## src/sv/b32ad_pkg.sv

```systemverilog
// Types, constants and helper functions for the bech32 address decoder.
// No dependencies; imported by every module of the block.
`default_nettype none
package b32ad_pkg;

	localparam int MAX_DATA_CHARS = 127;
	localparam int DCNT_W         = $clog2(MAX_DATA_CHARS + 1);
	localparam int HOLD_DEPTH     = 6;
	localparam int MIN_DATA       = 7;
	localparam int PFX_DEPTH      = 4;
	localparam int OQ_DEPTH       = 4;
	localparam int OQ_AW          = $clog2(OQ_DEPTH);

	localparam logic [29:0] GEN0          = 30'h3b6a57b2;
	localparam logic [29:0] GEN1          = 30'h26508e6d;
	localparam logic [29:0] GEN2          = 30'h1ea119fa;
	localparam logic [29:0] GEN3          = 30'h3d4233dd;
	localparam logic [29:0] GEN4          = 30'h2a1462b3;
	localparam logic [29:0] BECH32M_CONST = 30'h2bc830a3;
	localparam logic [29:0] CHK_INIT      = 30'h1;

	localparam logic [255:0] ALPHABET = "qpzry9x8gf2tvdw0s3jn54khce6mua7l";

	localparam logic [7:0] CH_SEP = 8'h31;

	// prefix bytes, first character in the low byte
	localparam logic [31:0] PFX_MAIN = {8'h00, 8'h6e, 8'h69, 8'h64};
	localparam logic [31:0] PFX_TEST = {8'h6e, 8'h69, 8'h64, 8'h74};
	localparam logic [31:0] PFX_REG  = {8'h6e, 8'h69, 8'h64, 8'h72};

	localparam logic [3:0] ST_OK         = 4'd0;
	localparam logic [3:0] ST_NOT_BECH32 = 4'd1;
	localparam logic [3:0] ST_CHARSET    = 4'd2;
	localparam logic [3:0] ST_SHORT      = 4'd3;
	localparam logic [3:0] ST_CHECKSUM   = 4'd4;
	localparam logic [3:0] ST_VERSION    = 4'd5;
	localparam logic [3:0] ST_PADDING    = 4'd6;
	localparam logic [3:0] ST_V0LEN      = 4'd7;
	localparam logic [3:0] ST_V1LEN      = 4'd8;
	localparam logic [3:0] ST_VARIANT    = 4'd9;

	localparam logic [1:0] NET_MAIN = 2'd0;
	localparam logic [1:0] NET_TEST = 2'd1;
	localparam logic [1:0] NET_REG  = 2'd2;
	localparam logic [1:0] NET_NONE = 2'd3;

	localparam logic [1:0] AT_KEYHASH    = 2'd0;
	localparam logic [1:0] AT_SCRIPTHASH = 2'd1;
	localparam logic [1:0] AT_TAPROOT    = 2'd2;

	typedef struct packed {
		logic       is_summary;
		logic [7:0] prog_byte;
		logic [3:0] status;
		logic [1:0] addr_type;
		logic [1:0] network_id;
		logic [5:0] prog_length;
	} res_t;

	typedef struct packed {
		logic push_a;
		logic push_b;
		res_t res_a;
		res_t res_b;
	} push_t;

	function automatic logic [7:0] fold(input logic [7:0] c);
		return (c >= 8'h41 && c <= 8'h5a) ? c + 8'd32 : c;
	endfunction

	function automatic logic [29:0] pm_step(input logic [29:0] chk, input logic [4:0] v);
		logic [4:0]  top;
		logic [29:0] r;
		top = chk[29:25];
		r   = {chk[24:0], v};
		if (top[0]) r = r ^ GEN0;
		if (top[1]) r = r ^ GEN1;
		if (top[2]) r = r ^ GEN2;
		if (top[3]) r = r ^ GEN3;
		if (top[4]) r = r ^ GEN4;
		return r;
	endfunction

	function automatic logic [29:0] prefix_seed(input logic [31:0] pfx, input int n);
		logic [29:0] chk;
		chk = CHK_INIT;
		for (int i = 0; i < 4; i++)
			if (i < n) chk = pm_step(chk, {2'b00, pfx[8*i+5 +: 3]});
		chk = pm_step(chk, 5'd0);
		for (int i = 0; i < 4; i++)
			if (i < n) chk = pm_step(chk, pfx[8*i +: 5]);
		return chk;
	endfunction

	localparam logic [29:0] SEED_MAIN = prefix_seed(PFX_MAIN, 3);
	localparam logic [29:0] SEED_TEST = prefix_seed(PFX_TEST, 4);
	localparam logic [29:0] SEED_REG  = prefix_seed(PFX_REG, 4);

	// bit 5 set: not in the alphabet
	function automatic logic [5:0] charset_value(input logic [7:0] c);
		logic [5:0] v;
		logic       hit;
		v   = '0;
		hit = 1'b0;
		for (int i = 0; i < 32; i++)
			if (ALPHABET[8*(31-i) +: 8] == c) begin
				v   = v | 6'(i);
				hit = 1'b1;
			end
		return hit ? v : 6'd32;
	endfunction

	function automatic logic [1:0] match_net(input logic [3:0][7:0] pbuf,
		input logic [2:0] pcnt, input logic povf);
		logic [1:0] net;
		net = NET_NONE;
		if (!povf) begin
			if (pcnt == 3'd3 && pbuf[2:0] == PFX_MAIN[23:0]) net = NET_MAIN;
			else if (pcnt == 3'd4 && pbuf == PFX_TEST) net = NET_TEST;
			else if (pcnt == 3'd4 && pbuf == PFX_REG) net = NET_REG;
		end
		return net;
	endfunction

endpackage
`default_nettype wire

```

## src/sv/b32ad_engine.sv

```systemverilog
// Input register and single-pass decode step: prefix match, polymod,
// holdback line, 5-to-8 regrouping and summary. Depends on b32ad_pkg.
`default_nettype none
module b32ad_engine
	import b32ad_pkg::*;
(
	input  wire logic       clk,
	input  wire logic       arst_n,
	input  wire logic       in_valid,
	output logic            in_ready,
	input  wire logic [7:0] char_in,
	input  wire logic       end_of_text,
	input  wire logic       room,
	output push_t           push
);

	logic       valid_s1;
	logic [7:0] char_s1;
	logic       eot_s1;
	logic       fire;

	logic [3:0][7:0]            pbuf_q, n_pbuf;
	logic [2:0]                 pcnt_q, n_pcnt;
	logic                       povf_q, n_povf;
	logic                       psep_q, n_psep;
	logic [29:0]                chk_q, n_chk;
	logic [HOLD_DEPTH-1:0][4:0] hold_q, n_hold;
	logic [DCNT_W-1:0]          dcnt_q, n_dcnt;
	logic [4:0]                 wver_q, n_wver;
	logic [11:0]                acc_q, n_acc;
	logic [3:0]                 bcnt_q, n_bcnt;
	logic [5:0]                 bytes_q, n_bytes;
	logic                       cfault_q, n_cfault;
	logic                       xsep_q, n_xsep;

	logic [7:0]  c;
	logic [5:0]  v6;
	logic [1:0]  net_cur, net_nxt;
	logic [11:0] acc_sh;
	logic [3:0]  bsum;
	logic        byte_hit;
	logic [7:0]  byte_val;
	logic        is32, is32m;
	logic [7:0]  pad_mask;
	logic [3:0]  st;
	logic [1:0]  ty;
	res_t        res_byte, res_sum;

	assign fire     = valid_s1 && room;
	assign in_ready = !valid_s1 || room;

	always_ff @(posedge clk or negedge arst_n) begin
		if (!arst_n) begin
			valid_s1 <= 1'b0;
		end else if (in_ready) begin
			valid_s1 <= in_valid;
		end
	end

	always_ff @(posedge clk) begin
		if (in_ready && in_valid) begin
			char_s1 <= char_in;
			eot_s1  <= end_of_text;
		end
	end

	always_comb begin
		c        = fold(char_s1);
		v6       = charset_value(c);
		net_cur  = match_net(pbuf_q, pcnt_q, povf_q);
		n_pbuf   = pbuf_q;
		n_pcnt   = pcnt_q;
		n_povf   = povf_q;
		n_psep   = psep_q;
		n_chk    = chk_q;
		n_hold   = hold_q;
		n_dcnt   = dcnt_q;
		n_wver   = wver_q;
		n_acc    = acc_q;
		n_bcnt   = bcnt_q;
		n_bytes  = bytes_q;
		n_cfault = cfault_q;
		n_xsep   = xsep_q;
		acc_sh   = {acc_q[6:0], hold_q[0]};
		bsum     = bcnt_q + 4'd5;
		byte_hit = 1'b0;
		byte_val = '0;
		if (!psep_q) begin
			if (c == CH_SEP) begin
				n_psep = 1'b1;
				case (net_cur)
					NET_MAIN: n_chk = SEED_MAIN;
					NET_TEST: n_chk = SEED_TEST;
					NET_REG:  n_chk = SEED_REG;
					default:  n_chk = CHK_INIT;
				endcase
			end else if (pcnt_q < 3'(PFX_DEPTH)) begin
				n_pbuf[pcnt_q[1:0]] = c;
				n_pcnt              = pcnt_q + 3'd1;
			end else begin
				n_povf = 1'b1;
			end
		end else if (c == CH_SEP) begin
			n_xsep = 1'b1;
		end else if (v6[5]) begin
			n_cfault = 1'b1;
		end else begin
			n_chk  = pm_step(chk_q, v6[4:0]);
			n_hold = {v6[4:0], hold_q[HOLD_DEPTH-1:1]};
			if (dcnt_q < DCNT_W'(MAX_DATA_CHARS))
				n_dcnt = dcnt_q + DCNT_W'(1);
			if (dcnt_q == DCNT_W'(HOLD_DEPTH)) begin
				n_wver = hold_q[0];
			end else if (dcnt_q > DCNT_W'(HOLD_DEPTH)) begin
				n_acc = acc_sh;
				if (bsum >= 4'd8) begin
					bsum     = bsum - 4'd8;
					byte_hit = 1'b1;
					byte_val = 8'(acc_sh >> bsum);
					if (bytes_q != 6'h3f)
						n_bytes = bytes_q + 6'd1;
				end
				n_bcnt = bsum;
			end
		end

		net_nxt  = match_net(n_pbuf, n_pcnt, n_povf);
		is32     = n_chk == CHK_INIT;
		is32m    = n_chk == BECH32M_CONST;
		pad_mask = (8'd1 << n_bcnt[2:0]) - 8'd1;
		st       = ST_OK;
		ty       = AT_KEYHASH;
		if (!n_psep || n_xsep || net_nxt == NET_NONE)
			st = ST_NOT_BECH32;
		else if (n_cfault)
			st = ST_CHARSET;
		else if (n_dcnt < DCNT_W'(MIN_DATA))
			st = ST_SHORT;
		else if (!is32 && !is32m)
			st = ST_CHECKSUM;
		else if (n_wver > 5'd16)
			st = ST_VERSION;
		else if (n_bcnt >= 4'd5 || (n_acc[7:0] & pad_mask) != 8'd0)
			st = ST_PADDING;
		else if (n_wver == 5'd0 && is32) begin
			if (n_bytes == 6'd20) ty = AT_KEYHASH;
			else if (n_bytes == 6'd32) ty = AT_SCRIPTHASH;
			else st = ST_V0LEN;
		end else if (n_wver == 5'd1 && is32m) begin
			if (n_bytes == 6'd32) ty = AT_TAPROOT;
			else st = ST_V1LEN;
		end else
			st = ST_VARIANT;
		if (st != ST_OK)
			ty = AT_KEYHASH;

		res_byte.is_summary  = 1'b0;
		res_byte.prog_byte   = byte_val;
		res_byte.status      = ST_OK;
		res_byte.addr_type   = AT_KEYHASH;
		res_byte.network_id  = (net_cur == NET_NONE) ? NET_MAIN : net_cur;
		res_byte.prog_length = n_bytes;

		res_sum.is_summary   = 1'b1;
		res_sum.prog_byte    = 8'd0;
		res_sum.status       = st;
		res_sum.addr_type    = ty;
		res_sum.network_id   = (net_nxt == NET_NONE) ? NET_MAIN : net_nxt;
		res_sum.prog_length  = n_bytes;

		push.push_a = fire && (byte_hit || eot_s1);
		push.push_b = fire && byte_hit && eot_s1;
		push.res_a  = byte_hit ? res_byte : res_sum;
		push.res_b  = res_sum;
	end

	always_ff @(posedge clk or negedge arst_n) begin
		if (!arst_n) begin
			pbuf_q   <= '0;
			pcnt_q   <= '0;
			povf_q   <= 1'b0;
			psep_q   <= 1'b0;
			chk_q    <= CHK_INIT;
			hold_q   <= '0;
			dcnt_q   <= '0;
			wver_q   <= '0;
			acc_q    <= '0;
			bcnt_q   <= '0;
			bytes_q  <= '0;
			cfault_q <= 1'b0;
			xsep_q   <= 1'b0;
		end else if (fire) begin
			if (eot_s1) begin
				pbuf_q   <= '0;
				pcnt_q   <= '0;
				povf_q   <= 1'b0;
				psep_q   <= 1'b0;
				chk_q    <= CHK_INIT;
				hold_q   <= '0;
				dcnt_q   <= '0;
				wver_q   <= '0;
				acc_q    <= '0;
				bcnt_q   <= '0;
				bytes_q  <= '0;
				cfault_q <= 1'b0;
				xsep_q   <= 1'b0;
			end else begin
				pbuf_q   <= n_pbuf;
				pcnt_q   <= n_pcnt;
				povf_q   <= n_povf;
				psep_q   <= n_psep;
				chk_q    <= n_chk;
				hold_q   <= n_hold;
				dcnt_q   <= n_dcnt;
				wver_q   <= n_wver;
				acc_q    <= n_acc;
				bcnt_q   <= n_bcnt;
				bytes_q  <= n_bytes;
				cfault_q <= n_cfault;
				xsep_q   <= n_xsep;
			end
		end
	end

endmodule
`default_nettype wire

```

## src/sv/b32ad_outq.sv

```systemverilog
// Result queue: takes up to two result words per cycle, gives one while out_ready is high.
// Depends on b32ad_pkg.
`default_nettype none
module b32ad_outq
	import b32ad_pkg::*;
(
	input  wire logic  clk,
	input  wire logic  arst_n,
	input  wire push_t push,
	output logic       room,
	output logic       out_valid,
	input  wire logic  out_ready,
	output res_t       head
);

	res_t             mem_q [OQ_DEPTH];
	logic [OQ_AW-1:0] wr_q, rd_q;
	logic [OQ_AW:0]   cnt_q;
	logic [OQ_AW:0]   npush;
	logic             pop;

	assign npush     = (OQ_AW+1)'(push.push_a) + (OQ_AW+1)'(push.push_b);
	assign out_valid = cnt_q != '0;
	assign pop       = out_valid && out_ready;
	assign room      = cnt_q <= (OQ_AW+1)'(OQ_DEPTH - 2);
	assign head      = mem_q[rd_q];

	always_ff @(posedge clk or negedge arst_n) begin
		if (!arst_n) begin
			wr_q  <= '0;
			rd_q  <= '0;
			cnt_q <= '0;
		end else begin
			wr_q  <= wr_q + npush[OQ_AW-1:0];
			rd_q  <= rd_q + OQ_AW'(pop);
			cnt_q <= cnt_q + npush - (OQ_AW+1)'(pop);
		end
	end

	always_ff @(posedge clk) begin
		if (push.push_a)
			mem_q[wr_q] <= push.res_a;
		if (push.push_b)
			mem_q[wr_q + OQ_AW'(1)] <= push.res_b;
	end

endmodule
`default_nettype wire

```

## src/sv/bech32_address_decoder_core.sv

```systemverilog
// Path: a character word passes the input register; its result words pass the result queue.
// Throughput: one character per cycle while the result queue has room; a final character that
// also ends a byte gives two result words, drained one per ready cycle via a four-word queue.
// Reset: arst_n clears the decode state, the input register and the queue at once.
// Top level of the bech32 address decoder; depends on b32ad_pkg,
// b32ad_engine and b32ad_outq.
`default_nettype none
module bech32_address_decoder_core
	import b32ad_pkg::*;
(
	input  wire logic       clk,
	input  wire logic       arst_n,
	input  wire logic       in_valid,
	output logic            in_ready,
	input  wire logic [7:0] char_in,
	input  wire logic       end_of_text,
	output logic            out_valid,
	input  wire logic       out_ready,
	output logic            is_summary,
	output logic [7:0]      prog_byte,
	output logic [3:0]      status,
	output logic [1:0]      addr_type,
	output logic [1:0]      network_id,
	output logic [5:0]      prog_length,
	output logic            last_result
);

	push_t push;
	logic  room;
	res_t  head;

	b32ad_engine u_engine (
		.clk         (clk),
		.arst_n      (arst_n),
		.in_valid    (in_valid),
		.in_ready    (in_ready),
		.char_in     (char_in),
		.end_of_text (end_of_text),
		.room        (room),
		.push        (push)
	);

	b32ad_outq u_outq (
		.clk       (clk),
		.arst_n    (arst_n),
		.push      (push),
		.room      (room),
		.out_valid (out_valid),
		.out_ready (out_ready),
		.head      (head)
	);

	assign is_summary  = head.is_summary;
	assign prog_byte   = head.prog_byte;
	assign status      = head.status;
	assign addr_type   = head.addr_type;
	assign network_id  = head.network_id;
	assign prog_length = head.prog_length;
	assign last_result = head.is_summary;

endmodule
`default_nettype wire

```

## config.mk

```make
export PLATFORM = sky130hd
export DESIGN_NAME = bech32_address_decoder_core
export DESIGN_NICKNAME = d
export VERILOG_FILES = /design/src/sv/b32ad_pkg.sv /design/src/sv/b32ad_engine.sv /design/src/sv/b32ad_outq.sv /design/src/sv/bech32_address_decoder_core.sv
export SDC_FILE = /design/constraint.sdc
export NUM_CORES = 1
export LEC_CHECK = 0
export ABC_AREA = 1
export BUFFER_PORTS_ARGS = -buffer_cell sky130_fd_sc_hd__buf_2
export CAP_MARGIN = 20
export CORE_ASPECT_RATIO = 0.7
export CORE_MARGIN = 5
export CORE_UTILIZATION = 35
export DETAILED_ROUTE_END_ITERATION = 16
export GPL_TIMING_DRIVEN = 1
export PLACE_DENSITY = 0.51
export SYNTH_ARGS = -nofsm -noshare
export SYNTH_HDL_FRONTEND = slang
export SYNTH_SLANG_ARGS = --single-unit
```

## constraint.sdc

```tcl
create_clock -name clk -period 3.7 [get_ports clk]
set_input_delay 0.37 -clock clk [delete_from_list [all_inputs] [get_ports clk]]
set_output_delay 0.37 -clock clk [all_outputs]
set_load 0.02 [all_outputs]
```

Yosys cells after proc, flatten, opt, wreduce, memory -nomap -nowiden
Memories as Yosys holds them, arrays and structs flattened.
Cells that the tools add are included.
- flip-flop bits (word level): 146
- word-level logic and storage cells: 589
- output and inout bits: 26
- memories kept: 1
- bits in writable memories: 92
- add/sub/neg operators: 13
- multiplexer cells: 439
- shift-type cells: 2
- eq/ne operators: 57
- reductions and logical operators: 32
- magnitude comparators: 12
- bitwise operators: 6
- memory list (name ; words ; width ; read ports ; clocked after memory_dff ; wr ports ; RTL line ; source):
    u_outq.mem_q ; 4 ; 23 ; 1 ; 0 ; 2 ; b32ad_outq.sv:16 ; res_t mem_q [OQ_DEPTH];
- operators with widths (operator ; number):
    $mux W30 ; 39
    $mux W4 ; 92
    $mux W8 ; 40
    $mux W32 ; 8
    $mux W6 ; 31
    $eq A7 B8 Y1 const A ; 23
    $mux W2 ; 84
    $mux W5 ; 28
    $eq A32 B31 Y1 const B ; 4
    $mux W1 ; 87
    $pmux W29 S3 ; 1
    $mux W7 ; 12
    $eq A6 B8 Y1 const A ; 9
    $eq A24 B23 Y1 const B ; 2
    $mux W3 ; 13
    $bwmux W32 ; 1
    $eq A30 B1 Y1 const B ; 1
    $eq A30 B30 Y1 const B ; 1
    $mux W29 ; 1
    $mux W23 ; 1
    $not A18 Y18 ; 1
    $logic_and A1 B1 Y1 ; 17
    $not A17 Y17 ; 1
    $demux W8 S2 ; 1
    other kinds (50) ; 63

Depth between registers and ports, before layout
Gate-level depths: netlist (run 1).
- depth after elaboration: 117
- mapped depth: 31
- mapped depth without buffers: 30

Cells and area by module
A second synthesis (run 1) with hierarchy kept.
- cells, all modules: 2161
- area total of the unflattened synthesis: 15793.9 um^2
- by module, submodules not included (module ; cells an instance ; area an instance (um^2) ; sequential area each (um^2) ; instances):
    b32ad_engine ; 1435 ; 10105.9 ; 3499.6 ; 1
    b32ad_outq ; 725 ; 5680.4 ; 2937.8 ; 1
    bech32_address_decoder_core ; 1 ; 7.5 ; 0.0 ; 1

Worst setup path before layout (run 1)
Ideal clock, no wire load.
- path type: register to register
- start: register u_engine.char_s1[0]
- end: register u_outq.cnt_q[2]
- setup slack: 188 ps
- period minus slack after synthesis: 3512 ps
- buffers on the path: 1
- arrival time: 3383 ps
- stages on the path, launching flop included: 21
- cell sequence: edfxtp_1 -> nor2_2 -> nand3_1 -> nand4_1 -> nand2_4 -> nor2_4 -> buf_6 -> nand3_2 -> nand4_2 -> nor2_8 -> nand2_8 -> nand2_4 -> nor2_2 -> inv_2 -> nor3_2 -> ha_1 -> inv_1 -> ha_1 -> fa_1 -> xnor2_1 -> xor2_1
- cells in the longest elaborated chain, start to end: 48
- elaborated cells on any way between the ends: 84
- RTL lines (element ; RTL line ; source):
    start: declaration ; b32ad_engine.sv:18 ; logic [7:0] char_s1;
    start signal: assignment ; b32ad_engine.sv:62 ; char_s1 <= char_in;
    $ge A8 B7 Y1 / $le A8 B7 Y1 (equally long branches) ; b32ad_pkg.sv:68 ; return (c >= 8'h41 && c <= 8'h5a) ? c + 8'd32 : c;
    $logic_and A1 B1 Y1 ; b32ad_pkg.sv:68 ;
    $mux W8 * ; b32ad_pkg.sv:68 ;
    $eq A7 B8 Y1 ; b32ad_pkg.sv:106 ; if (ALPHABET[8*(31-i) +: 8] == c) begin
    $mux W1 (32 in series) ; b32ad_pkg.sv:106 ;
    $mux W6 ; b32ad_pkg.sv:110 ; return hit ? v : 6'd32;
    $mux W1 ; b32ad_engine.sv:105 ; end else if (v6[5]) begin
    $mux W1 ; b32ad_engine.sv:103 ; end else if (c == CH_SEP) begin
    $mux W1 ; b32ad_engine.sv:88 ; if (!psep_q) begin
    $mux W1 * ; b32ad_engine.sv:103 ;
    $mux W1 * (2 in series) ; b32ad_engine.sv:88 ;
    $logic_or A1 B1 Y1 / $logic_and A1 B1 Y1 (equally long branches) ; b32ad_engine.sv:171, b32ad_engine.sv:172 ;
    $logic_and A1 B1 Y1, on equally long branches ; b32ad_engine.sv:171, b32ad_engine.sv:172 ;
    $add A1 B1 Y2 * ; b32ad_outq.sv:22 ; assign npush = (OQ_AW+1)'(push.push_a) + (OQ_AW+1)'(push.push_b);
    $add A3 B3 Y3 * ; b32ad_outq.sv:36 ; cnt_q <= cnt_q + npush - (OQ_AW+1)'(pop);
    $sub A3 B1 Y3 * ; b32ad_outq.sv:36 ;
    end signal: assignment ; b32ad_outq.sv:36 ;
    end: declaration ; b32ad_outq.sv:18 ; logic [OQ_AW:0] cnt_q;
Mark *: on every way between the ends. The rest lies on a longest branch, timed or not. The select of a mux whose other input is x is not followed.
A chain may end at the register's enable or synchronous reset.

==> metrics.md, run 1 <==
| Metric | Value |
|---|---|
| Power Internal | roughly 6.6 mW |
| Failing checks | setup timing |
| Non-Filler Instances | roughly 2700 |
| Min-Delay Path Class | in -> reg |
| Final Hold Fails | 0 |
| Critical path data arrival time | roughly 4.2 ns |
| Drt wl/cell | around 18 um |
| Layout Area Growth over Synthesis | 34.7% |
| Main synth FF type | dfrtp_1 |
| Antenna violations before repair | 0 |
| Total Routing Usage GR | roughly a fifth |
| Psw | 4.67 mW |
| Critical Path Start | u_engine.char_s1[0] |
| CTS tree | done |
| Sequential fraction of the synthesis area | roughly 44% |
| CP max FO | 8 |
| Worst Setup EP | u_outq.mem_q[2][12] |
| Mapped Cells | around 1800 |
| Vias in the first global route | 12900 |
| WS Path Type | reg -> reg |
| Max-cap violation count | 0 |
| Comb pwr share | 46.7% |
| Max-slew violations | 0 |
| Full die area | 43700 um2 |
| Tmin final | a little under 4 ns |
| Initial core utilization | between 30% and 40% |
| Core area | about 39000 um2 |
| Worst IR drop on VDD | between 300 and 400 uV |
| Reg area | between 6000 and 7000 um2 |
| Crit path capture type | flop |
| # diodes | 0 |
| Yosys reg bits | around 240 |
| WL final | ~47 mm |
| Clk sink count | between 200 and 250 |
| Placed Instance Area | about 16000 um2 |
| Rows | 61 |
| Sw Share | 41.4% |
| Chip height | 176 um |
| Leakage | around 8.1 nW |
| Max clock buf depth | 3 |
| Hold Startpoint | in_valid |
| Avg Inst Size Synth | 7.74 um2 |
| Syn nets | approximately 1800 |
| Drt drc | 0 |
| TritonCTS Buffers | 27 |
| Post-synth EDFFs | 65 |
| Design Area, Final | between 15000 and 20000 um2 |
| Yosys warns | 0 |
| Number of routed nets with antenna violations | 0 |
| CTS Root Cell | clkbuf_16 |
| Routed vias | approximately 14000 |
| R2R Setup Slk | -0.25 ns |
| Die width | around 250 um |
| Reg-to-Reg Start | u_engine.char_s1[0] |
| Synthesized cell area | about 14000 um2 |
| Hpwl dp | between 30 and 40 mm |
| Setup_tns | -4.56 ns |
| Initial DRT Pass Iterations | 5 |
| Largest net degree at the start of global routing | slightly below 80 |
| Final net count | 2130 |
| Setup ws final | -0.248 ns |
| IO Count | 39 |
| RePlAce Congestion | roughly 0.9 |
| Worst rel slew slack | between 40% and 50% |
| Clock power frac | roughly 25% |
| Footprint of the multi-input gates | approximately 7300 um2 |
| Reg2Reg Depth | 27 |
| PortBufs | 38 |
| Critical path required time | between 3 and 4 ns |
| Outcome | finished with violations |
| Total congestion overflow | 0 |
| Tightest Pin Transition | 0.823 ns |
| CP Launch Type | flop |
| Clock skew | roughly 0.017 ns |
| Initial DRC count | about 1300 |
| Layout cells sized above 1 | 29.0% |
| RSZ-0062 raised after global routing | true |
| Reg2reg end | u_outq.mem_q[2][12] |
| Crit share post-route | 107% |
| Sequential share of power | approximately 29% |
| Final setup viols | 26 |
| First-pass GRT wire length | between 70 and 80 mm |
| Yosys cell types | 53 |
| Pwr Density | slightly above 600 nW/um2 |
| Ys async rst share | around 57% |
| Clock-pin transition on the worst setup and hold timing paths | 0.06 ns |
| Avg Vias per Cell | 5.20 |
| Max Freq | about 250 MHz |
| Fillcell total | 3887 |
| CTS H-Tree Depth | 1 |
| Clk Latency, worst-skew pair | about 0.57 ns |
| Placed cell count | 2539 |
layer usage:
metal / vias up / track usage, % / wire [um]
li1: 6636 / - / -
met2: 444 / 27.7 / 18600
met5: - / 0 / 0
met1: 6655 / 34.1 / 24100
met3: 53 / 2.81 / 3270
met4: 0 / 3.86 / 775
worst min path at each step:
stage / slack [ns] / cells past startpoint / endpoint
after floorplan: 0.07 / 0 / u_engine.acc_q[0]
after global placement: 0.44 / 2 / u_outq.mem_q[2][22]
after detailed placement: 0.45 / 1 / u_outq.rd_q[1]
after CTS: 0.02 / 3 / u_engine.valid_s1
after global routing: 0.05 / 3 / u_engine.valid_s1
final: 0.03 / 3 / u_engine.valid_s1
through the flow:
stage          utilization, %  power, mW  hold slack [ns]  setup slack (ns)
5_1_grt                  47.4       11.9           0.0459            -0.452
2_1_floorplan               -       5.90           0.0744             0.188
3_3_place_gp             41.4       7.81            0.437            -0.403
4_1_cts                  44.7       10.8           0.0187           -0.0728
6_report                 47.4       11.3           0.0279            -0.248
3_5_place_dp             41.4       7.84            0.446            -0.393
timing repair:
action | 4_1_cts | 5_1_grt
pin swaps | 17 | 66
hold endpoints to repair | 83 | 0
endpoints found under the setup margin | 45 | 116
cloned | 2 | 6
hold buffers | 10 | 0
setup buffers | 11 | 34
gates resized for setup | 61 | 197
state kept, by name, summed over array words and instances (netlist names):
signal / count
u_engine.dcnt_q: 7
u_engine.psep_q: 1
u_outq.rd_q: 2
u_engine.cfault_q: 1
u_outq.mem_q: 92
u_engine.wver_q: 5
u_engine.acc_sh: 5
u_engine.char_s1: 8
u_engine.pcnt_q: 3
u_engine.hold_q: 25
u_engine.xsep_q: 1
u_outq.wr_q: 2
u_engine.eot_s1: 1
u_engine.povf_q: 1
u_outq.cnt_q: 3
u_engine.bcnt_q: 4
u_engine.valid_s1: 1
u_engine.acc_q: 7
u_engine.bytes_q: 6
u_engine.chk_q: 30
u_engine.pbuf_q: 32
cell families (layout without fill, tap and decap cells):
kind of cell             Yosys count  after routing  share of synthesized area [%]
AND/OR/NAND/NOR                  744            748                           23.9
AO/OA/AOI/OAI                    411            411                           17.1
buffers and inverters            316            638                           9.33
adder cells (fa/ha/maj)           22             22                           2.04
flip-flops                       237            237                           43.9
XOR/XNOR                          60             60                           3.79
critical path: stages (launching register included):
cell and delay (ns):
edfxtp_1 0.49, nor2_2 0.18, nand2_1 0.08, nand2_2 0.08
nand4_1 0.14, nand2_4 0.14, nor2_4 0.07, buf_4 0.14
nand3_1 0.06, nand2_1 0.08, inv_1 0.10, nand2_4 0.08
nor2_8 0.17, nand2_8 0.15, buf_4 0.18, buf_6 0.12
nand2_1 0.05, nand3_1 0.08, nand2_1 0.11, nand2_1 0.10
nor3_2 0.23, nand3_1 0.14, nor2_2 0.18, nand2_1 0.09
nand2_2 0.10, nand2_4 0.08, o21ai_4 0.19, nor2_1 0.05
area by class of cell:
class | instances | area share (%)
inverters | 236 | 4.87
multi-input cells | 1241 | 39.3
repair buffers | 351 | 14.8
flip-flops and latches | 237 | 32.6
clock buffers | 41 | 4.22
clock inverters | 9 | 0.637
repair inverters | 1 | 0.0402
well taps | 535 | 3.59
synthesized netlist by cell type, types with 7 or more instances:
library cell  number  area (um2)
dfrtp_1          135        3380
buf_6             10         113
nand4_1           27         169
o22ai_1          115         719
xnor2_1           20         175
a22o_1            26         228
dfxtp_1           36         721
nand2_1          327        1230
nor2_1           207         777
xor2_1            40         350
nor2_2             9        56.3
o21ai_1           23         115
o21ai_0          177         886
inv_2             10        37.5
nand3_1          107         536
a21oi_1           47         235
edfxtp_1          65        1950
nand2_2            9        56.3
clkbuf_1          53         199
nor3_1            16        80.1
inv_1            223         837
ha_1              21         263
nor4_1             8        50.1
nor2_4             9         101
buf_2              7        35.0
power groups by stage:
stage	logic [mW]	registers, mW	clock network, mW
5_1_grt	5.69	3.27	2.95
3_5_place_dp	4.56	3.27	0
3_3_place_gp	4.55	3.27	0
4_1_cts	4.72	3.23	2.84
2_1_floorplan	2.66	3.24	0
6_report	5.26	3.23	2.78
layout by cell type, fill, tap and decap left out, types with 19 or more instances in the layout:
cell type / count
a21oi_1: 36
a22o_1: 26
buf_2: 37
buf_4: 278
clkbuf_16: 29
dfrtp_1: 135
dfxtp_1: 36
edfxtp_1: 65
ha_1: 19
inv_1: 202
inv_2: 26
nand2_1: 282
nand2_2: 38
nand3_1: 95
nand4_1: 27
nor2_1: 177
nor2_2: 28
nor2_4: 22
o21ai_0: 156
o21ai_1: 20
o21ai_2: 20
o22ai_1: 111
xnor2_1: 20
xor2_1: 38
No activity file was read; power rests on OpenSTA's default activity.
==> inputs of run 2 (changes only) <==
- PLACE_DENSITY: 0.51 -> 0.5
==> run 2 against run 1 <==
Net effect:
- the flow still finishes with violations (setup timing)
- combinational power is 2% lower
- non-clock buffer count up 7
- setup slack better by 0.067 ns
- sequential power about the same
- register-to-register slack improved by 0.07 ns
- clock skew is 0.0042 ns lower
- clock power about the same
- cell count is 0.23% higher
- core utilization grew 0.65 points
==> metrics.md, run 2 (synthesis results as in run 1) <==
| Metric | Value |
|---|---|
| Clock skew | 0.0126 ns (-0.00418 ns) |
| Biggest regs | u_outq.mem_q x92, u_engine.pbuf_q x32, u_engine.chk_q x30 |
| Chip height | 176 um (unchanged) |
| Setup ws final | -0.181 ns (+0.0669 ns) |
| Hpwl dp | 31.4 mm (-1.8%) |
| Non-Filler Instances | 2657 (+0.23%) |
| Worst rel slew slack | 36.9% (-8.2 points) |
| Clk Latency, worst-skew pair | 0.57 ns (about the same) |
| Max-cap violation count | 0 (unchanged) |
| Crit path capture type | flop |
| Placed cell count | 2520 (-0.75%) |
| CP dominant cell by count | nand2_4 |
| CTS tree | done |
| Total Routing Usage GR | 20.4% (about the same) |
| RePlAce Congestion | 0.874 (-5.5%) |
| Number of routed nets with antenna violations | 0 (unchanged) |
| Final Hold Fails | 0 (unchanged) |
| Final setup viols | 25 (-3.8%) |
| Crit share post-route | 105% (-1.8 points) |
| WL final | 45.9 mm (-1.7%) |
| Antenna violations before repair | 0 (unchanged) |
| RSZ-0062 raised after global routing | true |
| CP max stage delay | 0.48 ns (about the same) |
| # diodes | 0 (unchanged) |
| Initial DRC count | 1119 (-11%) |
| Initial DRT Pass Iterations | 5 (unchanged) |
| Final net count | 2136 (+0.28%) |
| Leakage | 8.21 nW (+0.81%) |
| Rows | 61 (unchanged) |
| Max-slew violations | 0 (unchanged) |
| Avg Vias per Cell | 5.14 (-1.3%) |
| PortBufs | 38 (unchanged) |
| CP max FO | 7 (-1) |
| Drt drc | 0 (unchanged) |
| TritonCTS Buffers | 27 (unchanged) |
| Critical path required time | 4.12 ns (+0.13 ns) |
| Pwr Density | 590 nW/um2 (-2.2%) |
| Failing checks | setup timing |
| CTS Root Cell | clkbuf_16 |
| Clk sink count | 237 (unchanged) |
| Tmin final | 3.88 ns (-0.0669 ns) |
| Largest net degree at the start of global routing | 77 (-1.3%) |
| Layout Area Growth over Synthesis | 36.6% |
| Routed vias | 13600 (-1.0%) |
| Core area | 39400 um2 (unchanged) |
| Layout cells sized above 1 | 30.3% (+1.4 points) |
| CP Launch Type | flop |
| Full die area | 43700 um2 (unchanged) |
| Max reg flops | 92 (unchanged) |
| Max clock buf depth | 3 (unchanged) |
| Slowest cell on crit path | edfxtp_1 |
| CTS H-Tree Depth | 1 (unchanged) |
| Initial core utilization | 35.2% (unchanged) |
| First-pass GRT wire length | 72.1 mm (-0.62%) |
| Vias in the first global route | 12900 (+0.054%) |
| Worst IR drop on VDD | 344 uV (-6.4%) |
| Largest Register | u_outq.mem_q |
| Die width | 248 um (unchanged) |
| Total congestion overflow | 0 (unchanged) |
| Most frequent cells in the layout | buf_4 (278), nand2_1 (269), inv_1 (204) |
| Commonest non-fill, non-tap cell in the layout | buf_4 |
| Min-Delay Path Class | in -> reg |
| Max Freq | 258 MHz (+1.7%) |
| Tot Pwr | 11.2 mW (-0.90%) |
| Critical path data arrival time | 4.30 ns (+0.07 ns) |
| Tightest Pin Transition | 0.946 ns (+0.123 ns) |
| Drt wl/cell | 17.3 um (-2.0%) |
| Outcome | finished with violations |
| Clock-pin transition on the worst setup and hold timing paths | 0.06 ns (about the same) |
| IO Count | 39 (unchanged) |
| WS Path Type | reg -> reg |
-- run 2: changes by cell type in the layout (fill, tap and decap cells not counted), moves of 6 or more --
cell	before	now
buf_6	14	20
nor2_2	28	21
nand2_2	38	47
inv_2	26	20
nand2_1	282	269
nand3_1	95	81
nand3_2	15	27
nor2_4	22	28
-- run 2: timing repair --
| item | in CTS | in global routing |
|---|---|---|
| cloned | 5 | 2 |
| endpoints found under the setup margin | 49 | 107 |
| hold buffers | 10 | 0 |
| hold endpoints to repair | 37 | 0 |
| gates resized for setup | 142 | 169 |
| pin swaps | 48 | 100 |
| buffers inserted | 43 | 29 |
-- run 2: cell type report --
class                   count  area, um2
repair buffers            358       2860
fillers                  3793      20500
well taps                 535        669
clock buffers              40        786
clock inverters            10        120
multi-input cells        1240       7490
inverters                 236        916
repair inverters            1       7.51
flip-flops and latches    237       6080
-- run 2: metal layers --
layer	share of wire [%]	GRT usage (%)
met1	50	32.9
met3	6.8	3.06
met2	42	29.4
met4	1.3	2.96
met5	0	0
-- run 2: worst paths after layout --
path / startpoint / to / slack (ns) / cells after the start
worst min register to register: u_outq.mem_q[0][22] / u_outq.mem_q[0][22] / 0.46 / 2
worst min-delay path: in_valid / u_engine.valid_s1 / 0.07 / 3
min in group asynchronous: arst_n / u_engine.chk_q[20] / 0.25 / 2
worst max-delay path: u_engine.char_s1[3] / u_outq.mem_q[3][13] / -0.18 / 28
worst max register to register: u_engine.char_s1[3] / u_outq.mem_q[3][13] / -0.18 / 28
max in group asynchronous: arst_n / u_engine.pbuf_q[22] / 2.52 / 3
-- run 2: per-stage QoR --
step / setup TNS (ns) / area [um2] / hold slack (ns) / setup slack (ns) / util, %
3_5_place_dp: -11.85 / 16200 / 0.285 / -0.436 / 41.0
4_1_cts: -1.12 / 18100 / 0.0316 / -0.115 / 45.9
3_3_place_gp: -12.17 / 16200 / 0.282 / -0.435 / 41.0
5_1_grt: -10.75 / 18900 / 0.0577 / -0.437 / 48.1
6_report: -2.80 / 18900 / 0.0653 / -0.181 / 48.1
2_1_floorplan: 0 / 13900 / 0.0744 / 0.188 / -
-- run 2: worst max-delay path, delay by kind of cell, from the launching register on --
kind                   cells  cell delay [ns]
AOI/OAI and AO/OA          1             0.07
buffers and inverters      6             0.78
DFF                        1             0.48
and+or+nand+nor           21             2.36
-- run 2: power breakdown --
part | internal (mW) | switching, mW
logic | 1.89 | 3.27
clock network | 1.62 | 1.15
registers | 3.05 | 0.193
